$ cat config.mk
export PLATFORM = sky130hd
export DESIGN_NAME = cpfm_ram
export DESIGN_NICKNAME = d
export VERILOG_FILES = /design/src/rtl/core/cpfm_ram.sv
export SDC_FILE = /design/constraint.sdc
export NUM_CORES = 1
export LEC_CHECK = 0
export ABC_CLOCK_PERIOD_IN_PS = 3000
export BUFFER_PORTS_ARGS = -buffer_cell sky130_fd_sc_hd__buf_2
export CAP_MARGIN = 40
export CORE_MARGIN = 2
export CORE_UTILIZATION = 65
export CTS_BUF_LIST = sky130_fd_sc_hd__clkbuf_8
export DETAILED_ROUTE_END_ITERATION = 8
export GPL_ROUTABILITY_DRIVEN = 0
export PLACE_DENSITY = 0.9
export SETUP_SLACK_MARGIN = 0.5
export SYNTH_ARGS = -nofsm -noshare
export SYNTH_HDL_FRONTEND = slang
export SYNTH_SLANG_ARGS = --single-unit
$ cat constraint.sdc
create_clock -name clk -period 3 [get_ports clk]
set_input_delay 0.45 -clock clk [delete_from_list [all_inputs] [get_ports clk]]
set_output_delay 0.45 -clock clk [all_outputs]
set_load 0.01 [all_outputs]
$ cat src/rtl/core/cpfm_ram.sv
// Generic single write port RAM with registered read.
`timescale 1ns / 1ps
`default_nettype none
module cpfm_ram #(
  parameter int WIDTH = 8,
  parameter int DEPTH = 64
) (
  input  wire logic                     clk,
  input  wire logic                     we,
  input  wire logic [$clog2(DEPTH)-1:0] waddr,
  input  wire logic [WIDTH-1:0]         wdata,
  input  wire logic [$clog2(DEPTH)-1:0] raddr,
  output logic      [WIDTH-1:0]         rdata
);
  logic [WIDTH-1:0] mem [DEPTH];

  always_ff @(posedge clk) begin
    if (we) begin
      mem[waddr] <= wdata;
    end
    rdata <= mem[raddr];
  end
endmodule
`default_nettype wire

==> results.json, run 1 <==
{
  "grt_overflow": 0,
  "cp-end-kind": "register",
  "portBuffers": 29,
  "cts_resized": 0,
  "grt_start_max_net_pins": 65,
  "initial_core_util_pct": 65.9,
  "numCtsBuffers": 77,
  "drt_first_pass_iters": 6,
  "leakagePower_nw": 7.44,
  "ctsHtreeMaxLevel": 3,
  "cts_setup_buffers": 0,
  "routed_wl_mm": 47.7,
  "coreArea_um2": 30600,
  "ys_seq_area_share_pct": 77.0,
  "grt_pass1_vias": 11003,
  "rsz0062_at_grt": "no",
  "status": "finished, final reports clean",
  "syn_area_um2": 20200,
  "placed_area_um2": 21400,
  "synth-async-reset-ratio_pct": 0,
  "place_inst": 1412,
  "io_pins": 30,
  "wl_per_cell_um": 30.8,
  "combPwrFrac_pct": 5.7,
  "synth.distinct_cells": 40,
  "die_y_um": 180,
  "ys_seq_elements": 520,
  "p_sw_mw": 3.09,
  "cts_hold_buf": 0,
  "nets": 1117,
  "grt_first_pass_wirelength_mm": 71.2,
  "synth_edf_count": 512,
  "ctsLongestPathBuffers": 3,
  "cp_num_buf_inv": 3,
  "cts-root-buf": "clkbuf_8",
  "layoutNonFillerInstCount": 1547,
  "ant_nets": 0,
  "drv_cap": 0,
  "p_int_mw": 11.0,
  "cp.required_ps": 3480,
  "critPathTopFamily": "buffers and inverters",
  "cts_sinks": 520,
  "clockPowerShare_pct": 37.0,
  "vias": 10675,
  "setup_viol": 0,
  "mostFrequentLayoutCells": "edfxtp_1 (512), mux4_2 (126), buf_4 (90)",
  "dp_hpwl_mm": 29.3,
  "cts_tree": "done",
  "switching_share_pct": 21.9,
  "clkTransAtPathRegs_ps": 70,
  "finClkSkew_ps": 21.9,
  "ys.flop_type": "edfxtp_1",
  "viasPerCell": 6.90,
  "cpPeakStageDelay_ps": 730,
  "fin_crit_ps": 2270,
  "ys_warn_count": 0,
  "seq_power_share_pct": 57.3,
  "pre_cts_slack_ps": 103,
  "slowest_stage": "a2111oi_0",
  "peakVddDrop_mv": 0.380,
  "fin_tns_setup_ps": 0,
  "grt_usage_pct": 30.2,
  "drt-initial-drc-count": 1865,
  "start_kind": "primary input",
  "clock.fmax_mhz": 441,
  "crit_type": "in -> reg",
  "die_x_um": 180,
  "die_area_um2": 32500,
  "areaGrowthSynthToFinish_pct": 12.8,
  "layout-drive-gt1-share_pct": 31.4,
  "antenna_found_initial": 2,
  "timing.final.hold_violations": 0,
  "syn_inst": 940,
  "period_share_pct": 75.6,
  "p_per_area_nw_per_um2": 619,
  "relSlewSlack_pct": 40.8,
  "drcViolationCount": 0,
  "worstPathMaxFanout": 25,
  "syn_avg_cell_area_um2": 21.5,
  "core.rowCount": 64,
  "worst_slew_pin_slew_ps": 885,
  "hold_path_class": "in -> reg",
  "crit_chain": "clkbuf_8 > buf_4 > mux4_2 > a2111oi_0 > buf_4 > o41ai_1",
  "critPathMostFrequentCell": "buf_4",
  "final_common_cell": "edfxtp_1",
  "design_area_um2": 22800,
  "worstPathArrival_ps": 2750,
  "fill_cells": 1507,
  "synth_fp_nets": 962,
  "clock_latency_ps": 610,
  "setup_ws_ps": 732,
  "drv_slew": 0
}
## cells by family (layout without fill, tap and decap cells)
logic type      count (synthesis)  count (layout)  synth area share (%)
other cells                     0               1                     0
buf+inv                        51             261                  1.57
simple gates                  153             153                  3.39
compound gates                 54              54                  2.07
mux                           162             162                  15.9
flops                         520             520                  77.0
## metrics by stage
step	utilization, %	power (mW)	hold slack [ps]
after floorplan	-	8.64	549
after global placement	69.5	8.94	810
after detailed placement	69.8	9.00	788
after CTS	74.4	14.1	177
after global routing	74.4	14.4	193
final	74.4	14.1	199
## synth_stat cells, types with 4 or more instances
master,count,area [µm²]
a211oi_1,4,30.0
a221oi_1,6,52.6
buf_1,4,15.0
buf_2,11,55.1
buf_4,13,97.6
buf_6,4,45.0
clkbuf_1,17,63.8
dfxtp_1,8,160
edfxtp_1,512,15400
mux2_2,13,146
mux2i_1,23,230
mux4_2,126,2840
nand2_1,19,71.3
nand2b_1,7,43.8
nand3_1,13,65.1
nor2_1,83,312
nor2b_1,14,87.6
nor3_1,7,35.0
o221ai_1,8,70.1
o22ai_1,8,50.1
## cell type report
cell class,instances,area [µm²],area share [%]
diodes,1,2.50,0.0110
clock buffers,80,1100,4.84
flip-flops and latches,520,15500,68.3
repair buffers,127,1020,4.48
clock inverters,54,283,1.24
multi-input cells,369,4320,19.0
well taps,396,495,2.18
## power groups by stage
stage / Sequential, mW / Combinational (mW) / Clock [mW]
5_1_grt: 8.07 / 0.842 / 5.53
6_report: 8.07 / 0.805 / 5.20
4_1_cts: 8.07 / 0.793 / 5.23
3_5_place_dp: 8.22 / 0.778 / 0
2_1_floorplan: 8.21 / 0.429 / 0
3_3_place_gp: 8.22 / 0.722 / 0
## flip-flops by register name, summed over array words and instances (netlist names)
register  count
mem         512
rdata         8
## per-layer routing
| metal | vias up | wire (µm) | GRT usage (%) |
|---|---|---|---|
| met2 | 918 | 23400 | 47.5 |
| met3 | 155 | 6120 | 8.25 |
| met5 | - | 13 | 0 |
| met4 | 2 | 2000 | 12.4 |
| met1 | 5360 | 16200 | 41.0 |
| li1 | 4240 | - | - |
## worst register-to-register path: stages, from the launching register on
cell and delay (ps):
edfxtp_1 400, mux4_2 490, nor2b_1 150, a2111oi_0 690
buf_4 240, o41ai_1 80
## path summary, 6_finish.rpt
check | start | end | slack [ps] | cells after the start
setup reg to reg | mem[3][3] | rdata[3] | 830 | 5
setup / recovery | raddr[0] | rdata[3] | 730 | 6
hold reg to reg | mem[26][4] | rdata[4] | 870 | 3
hold / removal | wdata[7] | mem[48][7] | 200 | 1
(Power assumes the default switching activity.)
==> inputs of run 2 (changes only) <==
--- a/config.mk
+++ b/config.mk
@@ -5,7 +5,8 @@
 export SDC_FILE = /design/constraint.sdc
 export NUM_CORES = 1
 export LEC_CHECK = 0
-export ABC_CLOCK_PERIOD_IN_PS = 3000
+export ABC_AREA = 1
+export ABC_CLOCK_PERIOD_IN_PS = 2300
 export BUFFER_PORTS_ARGS = -buffer_cell sky130_fd_sc_hd__buf_2
 export CAP_MARGIN = 40
 export CORE_MARGIN = 2
==> constraint.sdc (replaced) <==
create_clock -name clk -period 2.3 [get_ports clk]
set_input_delay 0.345 -clock clk [delete_from_list [all_inputs] [get_ports clk]]
set_output_delay 0.345 -clock clk [all_outputs]
set_load 0.01 [all_outputs]
==> run 2 against run 1 <==
  * Global-route usage is 2.8 points higher
  * Die area is 5.7% higher
  * First-iteration DRC count is 41% higher
  * Critical path depth is 5 lower
  * Design area is 4.7% higher
  * Setup slack worse by 49 ps
  * Combinational power is 64% higher
  * Sequential power is 30% higher
  * Critical endpoint is now rdata[3]
==> results.json, run 2 <==
{
  "ys_seq_elements": 520,
  "post-synth-top-count-cell": "nand2_1",
  "crit_cells": 1,
  "grt_overflow": 0,
  "layout-drive-gt1-share_pct": 12.5,
  "peakVddDrop_mv": 0.830,
  "clkTransAtPathRegs_ps": 60,
  "drt_first_pass_iters": 9,
  "cts_setup_buffers": 0,
  "vias": 15400,
  "cts_resized": 0,
  "syn_inst": 1805,
  "clock.fmax_mhz": 619,
  "combPwrFrac_pct": 7.0,
  "drv_cap": 0,
  "ys_warn_count": 0,
  "synth_top_family_by_area": "simple AND/OR/NAND/NOR gates",
  "grt_start_max_net_pins": 95,
  "slowest_stage": "dfxtp_1",
  "reg_top3": "mem x512, rdata x8",
  "syn_avg_cell_area_um2": 11.8,
  "die_x_um": 185,
  "period_share_pct": 70.3,
  "cts_tree": "done",
  "cpPeakStageDelay_ps": 500,
  "critPathTopFamily": "flip-flops",
  "largest_register_ffs": 512,
  "core.rowCount": 66,
  "hold-path-cell-count": 3,
  "pre_cts_slack_ps": 399,
  "die_y_um": 185,
  "portBuffers": 29,
  "layoutNonFillerInstCount": 2414,
  "worst_slew_pin_slew_ps": 667,
  "yosys.area_share.simple_pct": 23.2,
  "r2r-start": "mem[58][3]",
  "fin_util_pct": 73.4,
  "ctsLongestPathBuffers": 3,
  "place_inst": 2277,
  "die_area_um2": 34300,
  "ys_seq_area_share_pct": 72.8,
  "initial_core_util_pct": 65.8,
  "crit_chain": "buf_2",
  "antenna_found_initial": 3,
  "dp_hpwl_mm": 32.7,
  "cp_num_buf_inv": 1,
  "netlist.area_leader.share_pct": 72.0,
  "design_area_um2": 23800,
  "grt_pass1_vias": 15216,
  "synth.distinct_cells": 16,
  "reg2reg_depth": 8,
  "setup_ws_ps": 683,
  "hold_path_class": "in -> reg",
  "hold_ws_ps": 133,
  "switching_share_pct": 23.4,
  "p_int_mw": 14.5,
  "ys.flop_type": "edfxtp_1",
  "synth_fp_nets": 1827,
  "wl_per_cell_um": 22.8,
  "worstPathArrival_ps": 1270,
  "io_pins": 30,
  "regMostFlops": "mem",
  "timing.final.hold_violations": 0,
  "grt_first_pass_wirelength_mm": 83.7,
  "relSlewSlack_pct": 55.5,
  "grt_usage_pct": 33.0,
  "power.total_mw": 19.0,
  "numCtsBuffers": 78,
  "coreArea_um2": 32500,
  "areaGrowthSynthToFinish_pct": 11.6,
  "setup_viol": 0,
  "startpoint": "rdata[3]",
  "clock_latency_ps": 600,
  "mostFrequentLayoutCells": "nand2_1 (648), edfxtp_1 (512), nand3_1 (439)",
  "start_kind": "register",
  "fin_tns_setup_ps": 0,
  "leakagePower_nw": 8.87,
  "viasPerCell": 6.38,
  "routed_wl_mm": 55.1,
  "synth-async-reset-ratio_pct": 0,
  "fin_crit_ps": 1620,
  "ctsHtreeMaxLevel": 3,
  "p_per_area_nw_per_um2": 796,
  "synth_commonest_cells": "nand2_1 (648), edfxtp_1 (512), nand3_1 (439)",
  "clockPowerShare_pct": 37.5,
  "status": "finished, final reports clean",
  "cts-root-buf": "clkbuf_8",
  "synthMuxAreaShare_pct": 0,
  "placed_area_um2": 22400,
  "netlist_top_cells_area": "edfxtp_1 (72%), nand2_1 (11%), nand3_1 (10%), buf_6 (1.8%), nor2_1 (0.99%)",
  "rsz0062_at_grt": "no",
  "cts_hold_buf": 0,
  "synth_compound_area_share_pct": 0,
  "syn_area_um2": 21300,
  "synthAdderAreaFrac_pct": 0,
  "crit_type": "reg -> out",
  "p_sw_mw": 4.43,
  "worstPathMaxFanout": 1,
  "ant_nets": 0,
  "final_common_cell": "nand2_1",
  "cts_sinks": 520,
  "min_from": "raddr[5]",
  "drv_slew": 0,
  "cp.required_ps": 1960,
  "finClkSkew_ps": 27.3,
  "synth_edf_count": 512,
  "seq_power_share_pct": 55.5,
  "synthXorXnorAreaFrac_pct": 0,
  "drt-initial-drc-count": 2638,
  "drcViolationCount": 0,
  "nets": 1937,
  "synth_area_leader_cell": "edfxtp_1",
  "cp-end-kind": "output port"
}
## run 2: cell count changes in the layout (fill, tap and decap cells not counted), moves of 8 or more
cell      previous run  this run
mux2i_1             23         0
o22ai_1              8         0
nor2_1              83        56
nand3_1             13       439
mux4_2             126         0
buf_12              10        21
nor2b_1             14         0
nand2_1             19       648
o221ai_1             8         0
mux2_2              13         0
## run 2: power groups by stage
stage	combinational [mW]	sequential, mW	clock, mW
after floorplan	0.737	10.7	0
after global routing	1.40	10.5	7.56
final	1.32	10.5	7.10
after global placement	1.21	10.7	0
after detailed placement	1.26	10.7	0
after CTS	1.27	10.5	7.15
## run 2: path summary, 6_finish.rpt
check	endpoint	slack, ps
setup / recovery	rdata[3]	680
setup reg to reg	rdata[3]	870
hold / removal	rdata[6]	130
hold reg to reg	rdata[6]	840
## run 2: metal layers
| layer | vias up | GRT usage [%] | part of all wire (%) |
|---|---|---|---|
| li1 | 6572 | - | - |
| met4 | 0 | 18.7 | 6.3 |
| met5 | - | 0 | 0 |
| met3 | 318 | 8.30 | 14 |
| met2 | 1313 | 52.6 | 47 |
| met1 | 7197 | 41.7 | 33 |
## run 2: area by class of cell
cell class              count  area, µm²
flip-flops and latches    520      15500
fillers                  1943       8630
clock inverters            47        255
inverters                  12       52.6
clock buffers              87       1200
repair buffers            143       1270
well taps                 442        553
multi-input cells        1160       4950
diodes                      3       7.51
## run 2: kinds of logic after synthesis
kind of cell  count (synthesis)
buf+inv                     125
simple gates               1160
flops                       520
